**src/rtl/gec_pkg.sv**
```systemverilog
package gec_pkg;

  localparam logic [1:0] OP_EVENT   = 2'd0;
  localparam logic [1:0] OP_TICK    = 2'd1;
  localparam logic [1:0] OP_DISCARD = 2'd2;

  localparam logic [1:0]  PRIO_CRIT   = 2'd3;
  localparam logic [15:0] COUNT_MAX   = 16'hFFFF;
  localparam int          MAX_RESULTS = 16;
  localparam int          NW          = $clog2(MAX_RESULTS + 1);

  typedef struct packed {
    logic [1:0]  operation;
    logic        has_group;
    logic [7:0]  group_id;
    logic [1:0]  priority_req;
    logic [15:0] window_ticks;
    logic [15:0] message_tag;
  } in_t;

  typedef struct packed {
    logic [15:0] message_tag_res;
    logic [1:0]  priority_res;
    logic [7:0]  group_id_res;
    logic [15:0] burst_count;
    logic        passed_through;
    logic        last;
  } out_t;

  typedef enum logic [1:0] {
    K_PASS    = 2'd0,
    K_EVENT   = 2'd1,
    K_TICK    = 2'd2,
    K_DISCARD = 2'd3
  } kind_t;

  typedef struct packed {
    kind_t kind;
    in_t   item;
  } cmd_t;

  typedef struct packed {
    logic [7:0]  group;
    logic [15:0] remaining;
    logic [15:0] count;
    logic [15:0] tag;
    logic [1:0]  prio;
  } slot_t;

endpackage

```
**src/rtl/gec_ram.sv**
```systemverilog
module gec_ram #(
  parameter int WIDTH = 8,
  parameter int DEPTH = 16
) (
  input  logic                                  clk,
  input  logic                                  we,
  input  logic [((DEPTH > 1) ? $clog2(DEPTH) : 1)-1:0] waddr,
  input  logic [WIDTH-1:0]                      wdata,
  input  logic                                  re,
  input  logic [((DEPTH > 1) ? $clog2(DEPTH) : 1)-1:0] raddr,
  output logic [WIDTH-1:0]                      rdata
);

  logic [WIDTH-1:0] mem [DEPTH];
  logic [WIDTH-1:0] rdata_r;

  always_ff @(posedge clk) begin
    if (we) begin
      mem[waddr] <= wdata;
    end
    if (re) begin
      rdata_r <= mem[raddr];
    end
  end

  assign rdata = rdata_r;

endmodule

```
**src/rtl/gec_front.sv**
```systemverilog
module gec_front
  import gec_pkg::*;
(
  input  logic clk,
  input  logic rst_n,
  input  logic start,
  input  in_t  in_data,
  output logic busy,
  output logic q_valid,
  output cmd_t q_cmd,
  input  logic q_pop
);

  cmd_t       q_r [2];
  logic       wp_r, wp_nxt;
  logic       rp_r, rp_nxt;
  logic [1:0] cnt_r, cnt_nxt;
  logic       push;
  cmd_t       cmd;

  // sort the word into pass-through, coalesce, tick or discard; an unused operation is not pushed
  always_comb begin
    cmd      = '{kind: K_PASS, item: in_data};
    push     = 1'b0;
    unique case (in_data.operation)
      OP_EVENT: begin
        push = 1'b1;
        if (!in_data.has_group || in_data.window_ticks == 16'd0 ||
            in_data.priority_req == PRIO_CRIT) begin
          cmd.kind = K_PASS;
          if (!in_data.has_group) begin
            cmd.item.group_id = 8'd0;
          end
        end else begin
          cmd.kind = K_EVENT;
        end
      end
      OP_TICK: begin
        push     = 1'b1;
        cmd.kind = K_TICK;
      end
      OP_DISCARD: begin
        push     = 1'b1;
        cmd.kind = K_DISCARD;
      end
      default: push = 1'b0;
    endcase
    push = push && start && !busy;
  end

  assign busy    = (cnt_r == 2'd2);
  assign q_valid = (cnt_r != 2'd0);
  assign q_cmd   = q_r[rp_r];

  always_comb begin
    wp_nxt  = push ? ~wp_r : wp_r;
    rp_nxt  = q_pop ? ~rp_r : rp_r;
    cnt_nxt = cnt_r + 2'(push) - 2'(q_pop);
  end

  always_ff @(posedge clk) begin
    if (!rst_n) begin
      wp_r  <= 1'b0;
      rp_r  <= 1'b0;
      cnt_r <= 2'd0;
    end else begin
      wp_r  <= wp_nxt;
      rp_r  <= rp_nxt;
      cnt_r <= cnt_nxt;
    end
  end

  always_ff @(posedge clk) begin
    if (push) begin
      q_r[wp_r] <= cmd;
    end
  end

  a_fill_bound: assert property (@(posedge clk) disable iff (!rst_n)
    (cnt_r <= 2'd2) && !(q_pop && cnt_r == 2'd0))
    else $error("queue fill out of range or pop from empty queue");

endmodule

```
**src/rtl/gec_back.sv**
```systemverilog
module gec_back
  import gec_pkg::*;
#(
  parameter int SLOTS = 16
) (
  input  logic clk,
  input  logic rst_n,
  input  logic q_valid,
  input  cmd_t q_cmd,
  output logic q_pop,
  output logic out_valid,
  output out_t out_data
);

  localparam int IW = (SLOTS > 1) ? $clog2(SLOTS) : 1;
  localparam int CW = $clog2(SLOTS + 1);
  localparam int SW = $bits(slot_t);

  typedef enum logic [1:0] {
    ST_IDLE = 2'b01,
    ST_SCAN = 2'b10
  } state_t;

  state_t          state_r, state_nxt;
  cmd_t            cur_r, cur_nxt;
  logic [CW-1:0]   cnt_r, cnt_nxt;
  logic            rv_r, rv_nxt;
  logic [IW-1:0]   ridx_r, ridx_nxt;
  logic [SLOTS-1:0] open_r, open_nxt;
  logic            hit_v_r, hit_v_nxt;
  logic [IW-1:0]   hit_idx_r, hit_idx_nxt;
  slot_t           hit_d_r, hit_d_nxt;
  logic            free_v_r, free_v_nxt;
  logic [IW-1:0]   free_idx_r, free_idx_nxt;
  logic            hold_v_r, hold_v_nxt;
  out_t            hold_r, hold_nxt;
  logic [NW-1:0]   n_r, n_nxt;
  logic            out_valid_r, out_valid_nxt;
  out_t            out_r, out_nxt;

  logic            we, re;
  logic [IW-1:0]   waddr, raddr;
  slot_t           wdata, rdata;
  logic [SW-1:0]   rdata_raw;

  gec_ram #(
    .WIDTH (SW),
    .DEPTH (SLOTS)
  ) u_slot_ram (
    .clk   (clk),
    .we    (we),
    .waddr (waddr),
    .wdata (wdata),
    .re    (re),
    .raddr (raddr),
    .rdata (rdata_raw)
  );

  assign rdata = slot_t'(rdata_raw);

  always_comb begin
    state_nxt     = state_r;
    cur_nxt       = cur_r;
    cnt_nxt       = cnt_r;
    rv_nxt        = rv_r;
    ridx_nxt      = ridx_r;
    open_nxt      = open_r;
    hit_v_nxt     = hit_v_r;
    hit_idx_nxt   = hit_idx_r;
    hit_d_nxt     = hit_d_r;
    free_v_nxt    = free_v_r;
    free_idx_nxt  = free_idx_r;
    hold_v_nxt    = hold_v_r;
    hold_nxt      = hold_r;
    n_nxt         = n_r;
    out_valid_nxt = 1'b0;
    out_nxt       = out_r;
    q_pop         = 1'b0;
    we            = 1'b0;
    waddr         = ridx_r;
    wdata         = rdata;
    re            = 1'b0;
    raddr         = cnt_r[IW-1:0];

    unique case (state_r)
      ST_IDLE: begin
        if (q_valid) begin
          q_pop   = 1'b1;
          cur_nxt = q_cmd;
          unique case (q_cmd.kind)
            K_PASS: begin
              out_valid_nxt           = 1'b1;
              out_nxt.message_tag_res = q_cmd.item.message_tag;
              out_nxt.priority_res    = q_cmd.item.priority_req;
              out_nxt.group_id_res    = q_cmd.item.group_id;
              out_nxt.burst_count     = 16'd1;
              out_nxt.passed_through  = 1'b1;
              out_nxt.last            = 1'b1;
            end
            K_DISCARD: open_nxt = '0;
            K_EVENT, K_TICK: begin
              state_nxt  = ST_SCAN;
              cnt_nxt    = '0;
              rv_nxt     = 1'b0;
              hit_v_nxt  = 1'b0;
              free_v_nxt = 1'b0;
              hold_v_nxt = 1'b0;
              n_nxt      = '0;
            end
          endcase
        end
      end

      ST_SCAN: begin
        // read side walks the slots, data is handled in the following cycle
        if (cnt_r < CW'(SLOTS)) begin
          re       = 1'b1;
          rv_nxt   = 1'b1;
          ridx_nxt = cnt_r[IW-1:0];
          cnt_nxt  = cnt_r + CW'(1);
        end else begin
          rv_nxt = 1'b0;
        end

        if (rv_r) begin
          if (cur_r.kind == K_TICK) begin
            if (open_r[ridx_r]) begin
              if (rdata.remaining > 16'd1) begin
                we              = 1'b1;
                wdata.remaining = rdata.remaining - 16'd1;
              end else if (n_r < NW'(MAX_RESULTS)) begin
                open_nxt[ridx_r]         = 1'b0;
                n_nxt                    = n_r + NW'(1);
                hold_v_nxt               = 1'b1;
                hold_nxt.message_tag_res = rdata.tag;
                hold_nxt.priority_res    = rdata.prio;
                hold_nxt.group_id_res    = rdata.group;
                hold_nxt.burst_count     = rdata.count;
                hold_nxt.passed_through  = 1'b0;
                hold_nxt.last            = 1'b0;
                // a newer expiry shows the held word is not the final one
                if (hold_v_r) begin
                  out_valid_nxt = 1'b1;
                  out_nxt       = hold_r;
                end
              end
            end
          end else begin
            if (!hit_v_r && open_r[ridx_r] && rdata.group == cur_r.item.group_id) begin
              hit_v_nxt   = 1'b1;
              hit_idx_nxt = ridx_r;
              hit_d_nxt   = rdata;
            end
            if (!free_v_r && !open_r[ridx_r]) begin
              free_v_nxt   = 1'b1;
              free_idx_nxt = ridx_r;
            end
          end
        end

        if (!(cnt_r < CW'(SLOTS)) && !rv_r) begin
          state_nxt = ST_IDLE;
          if (cur_r.kind == K_TICK) begin
            if (hold_v_r) begin
              out_valid_nxt = 1'b1;
              out_nxt       = hold_r;
              out_nxt.last  = 1'b1;
              hold_v_nxt    = 1'b0;
            end
          end else if (hit_v_r) begin
            we    = 1'b1;
            waddr = hit_idx_r;
            wdata = hit_d_r;
            if (hit_d_r.count != COUNT_MAX) begin
              wdata.count = hit_d_r.count + 16'd1;
            end
            if (cur_r.item.priority_req >= hit_d_r.prio) begin
              wdata.tag  = cur_r.item.message_tag;
              wdata.prio = cur_r.item.priority_req;
            end
          end else if (free_v_r) begin
            we                   = 1'b1;
            waddr                = free_idx_r;
            wdata.group          = cur_r.item.group_id;
            wdata.remaining      = cur_r.item.window_ticks;
            wdata.count          = 16'd1;
            wdata.tag            = cur_r.item.message_tag;
            wdata.prio           = cur_r.item.priority_req;
            open_nxt[free_idx_r] = 1'b1;
          end else begin
            // every slot taken, the event goes out on its own
            out_valid_nxt           = 1'b1;
            out_nxt.message_tag_res = cur_r.item.message_tag;
            out_nxt.priority_res    = cur_r.item.priority_req;
            out_nxt.group_id_res    = cur_r.item.group_id;
            out_nxt.burst_count     = 16'd1;
            out_nxt.passed_through  = 1'b1;
            out_nxt.last            = 1'b1;
          end
        end
      end

      default: state_nxt = ST_IDLE;
    endcase
  end

  always_ff @(posedge clk) begin
    if (!rst_n) begin
      state_r     <= ST_IDLE;
      cnt_r       <= '0;
      rv_r        <= 1'b0;
      open_r      <= '0;
      hit_v_r     <= 1'b0;
      free_v_r    <= 1'b0;
      hold_v_r    <= 1'b0;
      n_r         <= '0;
      out_valid_r <= 1'b0;
    end else begin
      state_r     <= state_nxt;
      cnt_r       <= cnt_nxt;
      rv_r        <= rv_nxt;
      open_r      <= open_nxt;
      hit_v_r     <= hit_v_nxt;
      free_v_r    <= free_v_nxt;
      hold_v_r    <= hold_v_nxt;
      n_r         <= n_nxt;
      out_valid_r <= out_valid_nxt;
    end
  end

  always_ff @(posedge clk) begin
    cur_r      <= cur_nxt;
    ridx_r     <= ridx_nxt;
    hit_idx_r  <= hit_idx_nxt;
    hit_d_r    <= hit_d_nxt;
    free_idx_r <= free_idx_nxt;
    hold_r     <= hold_nxt;
    out_r      <= out_nxt;
  end

  assign out_valid = out_valid_r;
  assign out_data  = out_r;

  a_pass_is_last: assert property (@(posedge clk) disable iff (!rst_n)
    out_valid_r && out_r.passed_through |-> out_r.last)
    else $error("pass-through word without last");

  a_burst_nonzero: assert property (@(posedge clk) disable iff (!rst_n)
    out_valid_r |-> out_r.burst_count != 16'd0)
    else $error("word with zero burst count");

  a_emit_bound: assert property (@(posedge clk) disable iff (!rst_n)
    n_r <= NW'(MAX_RESULTS))
    else $error("too many expiries emitted for one tick");

  a_read_in_scan: assert property (@(posedge clk) disable iff (!rst_n)
    rv_r |-> state_r == ST_SCAN && !q_pop)
    else $error("slot read pending outside scan");

endmodule

```
**src/rtl/grouped_event_coalescer.sv**
```systemverilog
// Event coalescer. Words are offered with start and taken when busy is low; a two-word
// queue sits in front of the slot engine, so busy only rises when that queue is full.
// An unused operation is dropped at the queue and never reaches the engine; a discard and
// an event that goes straight through are handled without a slot walk. A coalescing event
// or a tick walks the slot memory one slot per cycle through its single read port.
// Results come out one per cycle on out_valid, one cycle wide, and cannot be held off by
// the receiver; the expiries of a tick appear while the walk goes on, the last one flagged
// at its end.
module grouped_event_coalescer
  import gec_pkg::*;
#(
  parameter int SLOTS = 16
) (
  input  logic clk,
  input  logic rst_n,
  input  logic start,
  output logic busy,
  input  in_t  in_data,
  output logic out_valid,
  output out_t out_data
);

  logic q_valid;
  logic q_pop;
  cmd_t q_cmd;

  gec_front u_front (
    .clk     (clk),
    .rst_n   (rst_n),
    .start   (start),
    .in_data (in_data),
    .busy    (busy),
    .q_valid (q_valid),
    .q_cmd   (q_cmd),
    .q_pop   (q_pop)
  );

  gec_back #(
    .SLOTS (SLOTS)
  ) u_back (
    .clk       (clk),
    .rst_n     (rst_n),
    .q_valid   (q_valid),
    .q_cmd     (q_cmd),
    .q_pop     (q_pop),
    .out_valid (out_valid),
    .out_data  (out_data)
  );

endmodule

```
**config.mk**
```make
export PLATFORM = sky130hd
export DESIGN_NAME = grouped_event_coalescer
export DESIGN_NICKNAME = d
export VERILOG_FILES = /design/src/rtl/gec_pkg.sv /design/src/rtl/gec_ram.sv /design/src/rtl/gec_front.sv /design/src/rtl/gec_back.sv /design/src/rtl/grouped_event_coalescer.sv
export SDC_FILE = /design/constraint.sdc
export NUM_CORES = 1
export LEC_CHECK = 0
export ABC_CLOCK_PERIOD_IN_PS = 9200
export BUFFER_PORTS_ARGS = -buffer_cell sky130_fd_sc_hd__buf_2
export CAP_MARGIN = 0
export CORE_AREA = 2 2 326 328
export DETAILED_ROUTE_END_ITERATION = 10
export DIE_AREA = 0 0 328 330
export GPL_TIMING_DRIVEN = 1
export PLACE_DENSITY_LB_ADDON = 0.05
export REMOVE_ABC_BUFFERS = 1
export SETUP_SLACK_MARGIN = 0.4
export SYNTH_ARGS = -nofsm -noshare
export SYNTH_HDL_FRONTEND = slang
export SYNTH_SLANG_ARGS = --single-unit
```
**constraint.sdc**
```tcl
create_clock -name clk -period 9.2 [get_ports clk]
set_input_delay 1.84 -clock clk [delete_from_list [all_inputs] [get_ports clk]]
set_output_delay 1.84 -clock clk [all_outputs]
set_load 0.02 [all_outputs]
```
==> metrics.yaml <==
gp_congestion: 0.7898
dieArea_sq_um: 108200
synth_edf_count: 1274
cp.required_ns: 9.56
multi_input_area_sq_um: 12580
cts_tree: "yes"
combPwrFrac_pct: 10.6
startpoint_type: "register"
layout.nets: 2985
fp.dieH_um: 330
critPathKind: "register to register"
grt_max_degree: 100
synth_warnings: 0
start_util_pct: 49.74
path_cells: "nor2b_1 -> nand3_1 -> nor2_4 -> a21oi_1 -> nor2_1 -> nand3b_1 -> nor2_4 -> buf_4"
cts_setup_buffers: 0
grt_pass1_vias: 28088
die_w_um: 328
synth_top_area_share_pct: 73.48
netlist_top_cells_count: "edfxtp_1 (1274), mux4_2 (290), nand2_1 (161), a21oi_1 (111), o21ai_0 (110)"
run_status: "finished, final reports clean"
synth_area_leader_cell: "edfxtp_1"
syn-cell-area_sq_um: 52060
avgSynthCellArea_sq_um: 18.99
finish.utilization_pct: 56.22
synthTopCellsByArea: "edfxtp_1 (73%), mux4_2 (13%), mux2_2 (1.5%), dfxtp_1 (1.5%), nand2_1 (1.2%)"
async_reset_ff_share_pct: 0
setup_viol: 0
p_leak_nw: 17.92
drc: 0
finalMaxSlewViolations: 0
routedWlPerCell_um: 30.73
peakVddDrop_mv: 0.3214
yosysUniqueCellTypes: 68
hold_class: "register to register"
vias: 27852
portBuffers: 93
dr.pass1.iters: 6
io_pins: 94
cp_slowest_stage_delay_ns: 0.97
syn_to_final_growth_pct: 13.04
worstPathMaxFanout: 38
drt_iter0_markers: 3159
whs_path_depth: 0
netSwitchingFraction_pct: 25.00
pwr_density_cell_nw_per_um2: 235.7
finalCriticalPeriod_ns: 5.640
cpMostUsedCell: "nor2_4"
cap_viol_max_count: 0
reg2reg_depth: 8
grt_overflow: 0
cp.arrival_ns: 6.00
drt_wl_total_um: 135700
cts_buffers: 140
post-dp-hpwl_um: 75970
crit_slowest_cell: "nor2_4"
ant_nets: 0
ctsHoldBuffers: 0
clkTransAtPathRegs_ns: 0.06
switchingPower_mw: 3.467
rows: 119
root_buffer: "clkbuf_16"
clock_tree.buffer_depth: 3
p_seq_share_pct: 51.6
clkSinkCount: 1312
insertion_delay_ns: 0.75
end_kind: "register"
register_area_sq_um: 39030
core_sq_um: 104700
ys_ff_latch: 1312
synth.most_common_cell: "edfxtp_1"
diodes: 0
rsz0062_at_grt: "false"
hold_viol: 0
via_per_inst: 6.307
postCtsResizedCells: 0
p_clk_share_pct: 37.9
fmax_mhz: 177.3
fin_crit_sh_pct: 61.31
synth_ff_type: "edfxtp_1"
fin_skew_ns: 0.02209
slew-limit-headroom_pct: 9.213
internal_power_mw: 10.40
antenna_found_initial: 1
synth_cells: 2741
grt_pass1_wl_um: 195600
synth_seq_area_share_pct: 74.94
total_power_mw: 13.87
worst_pin_slew_ns: 1.362
drive_gt1_share_pct: 25.72
grt_usage_pct: 25.22
htree_levels: 4
n_fill_cell: 7892
kinds of logic (layout without fill, tap and decap cells):
family | after synthesis | in the layout | share of synthesized area, %
multiplexers | 373 | 373 | 14.31
buffers and inverters | 169 | 453 | 1.247
adder cells (fa/ha/maj) | 16 | 16 | 0.3845
flip-flops | 1312 | 1312 | 74.94
XOR/XNOR | 33 | 33 | 0.5552
AO/OA/AOI/OAI | 369 | 369 | 4.259
AND/OR/NAND/NOR | 469 | 469 | 4.302
sequential cells by signal, summed over array words and instances, names as in the netlist, named ones only:
signal and cells:
u_back.cnt_r 5, u_back.hit_d_r 58, u_front.cnt_r 2, u_back.n_r 5, u_back.free_idx_r 4, u_front.q_r 88
u_back.cur_r 44, u_back.hit_idx_r 4, u_back.out_valid 1, u_back.hit_v_r 1, u_back.hold_v_r 1, u_back.ridx_r 4
u_back.open_r 16, u_back.state_r 2, u_back.u_slot_ram.mem 928, u_back.u_slot_ram.rdata 58, u_back.rv_r 1, u_back.out_data 44
u_back.free_v_r 1, u_front.wp_r 1, u_back.hold_r 42, u_front.rp_r 1
power by group through the flow:
stage | Sequential (mW) | Combinational, mW | Clock [mW]
5_1_grt | 7.17 | 1.57 | 5.57
3_5_place_dp | 7.27 | 1.47 | 0
4_1_cts | 7.16 | 1.48 | 5.35
2_1_floorplan | 7.34 | 0.785 | 0
6_report | 7.15 | 1.47 | 5.25
3_3_place_gp | 7.27 | 1.44 | 0
through the flow:
| step | cell area [sq um] | hold WS [ns] | setup TNS (ns) | setup slack (ns) | cells |
|---|---|---|---|---|---|
| floorplan | 51480 | 0.4424 | -111.38 | -1.804 | 2589 |
| global placement | 54600 | 0.4625 | 0 | 3.704 | 4167 |
| detailed placement | 54620 | 0.4677 | 0 | 3.580 | 4170 |
| CTS | 58850 | 0.4798 | 0 | 3.550 | 4416 |
| global route | 58850 | 0.5012 | 0 | 3.275 | 4416 |
| finish | 58850 | 0.4782 | 0 | 3.560 | 4416 |
path summary, 6_finish.rpt:
kind                                                       startpoint                                 endpoint  slack (ns)
worst max-delay path                     u_back.cnt_r[4]$_SDFFE_PN0P_  u_back.u_slot_ram.mem[15][38]$_DFFE_PP_        3.56
worst min-delay path            u_back.u_slot_ram.rdata[17]$_DFFE_PP_             u_back.hit_d_r[17]$_DFFE_PP_        0.48
worst max register to register           u_back.cnt_r[4]$_SDFFE_PN0P_  u_back.u_slot_ram.mem[15][38]$_DFFE_PP_        3.56
worst min register to register  u_back.u_slot_ram.rdata[17]$_DFFE_PP_             u_back.hit_d_r[17]$_DFFE_PP_        0.48
worst max-delay path: cells and delay by family, from the launching register on:
kind / cells / cell delay (ns)
buffers and inverters: 1 / 0.79
DFF: 1 / 0.54
and+or+nand+nor: 6 / 3.77
AOI/OAI and AO/OA: 1 / 0.07
routing by layer:
metal	wire length [um]	up-vias	global-route usage, %
met5	18	-	0
met4	3034	2	7.070
met3	9324	202	4.492
met2	66130	1194	40.74
met1	57190	14840	35.69
li1	-	11614	-
cell type report:
cell class,count,area share [%]
flip-flops and latches,1312,66.33
multi-input cells,1260,21.37
clock buffers,177,6.261
well taps,1391,2.957
repair buffers,190,2.056
clock inverters,69,0.9206
inverters,17,0.1084
cells in the final DEF (no fill, tap or decap), types with 16 or more instances in the layout:
cell type	instances
a21oi_1	110
a31oi_1	48
and2_1	17
buf_2	93
buf_4	95
clkbuf_1	35
clkbuf_16	142
clkinv_1	33
clkinv_2	18
dfxtp_1	32
edfxtp_1	1274
inv_1	16
mux2_2	70
mux4_2	290
nand2_1	160
nand3_1	75
nor2_1	76
nor3_1	21
o21ai_0	105
o22ai_1	27
xor2_1	19
No activity file was read; power rests on OpenSTA's default activity.
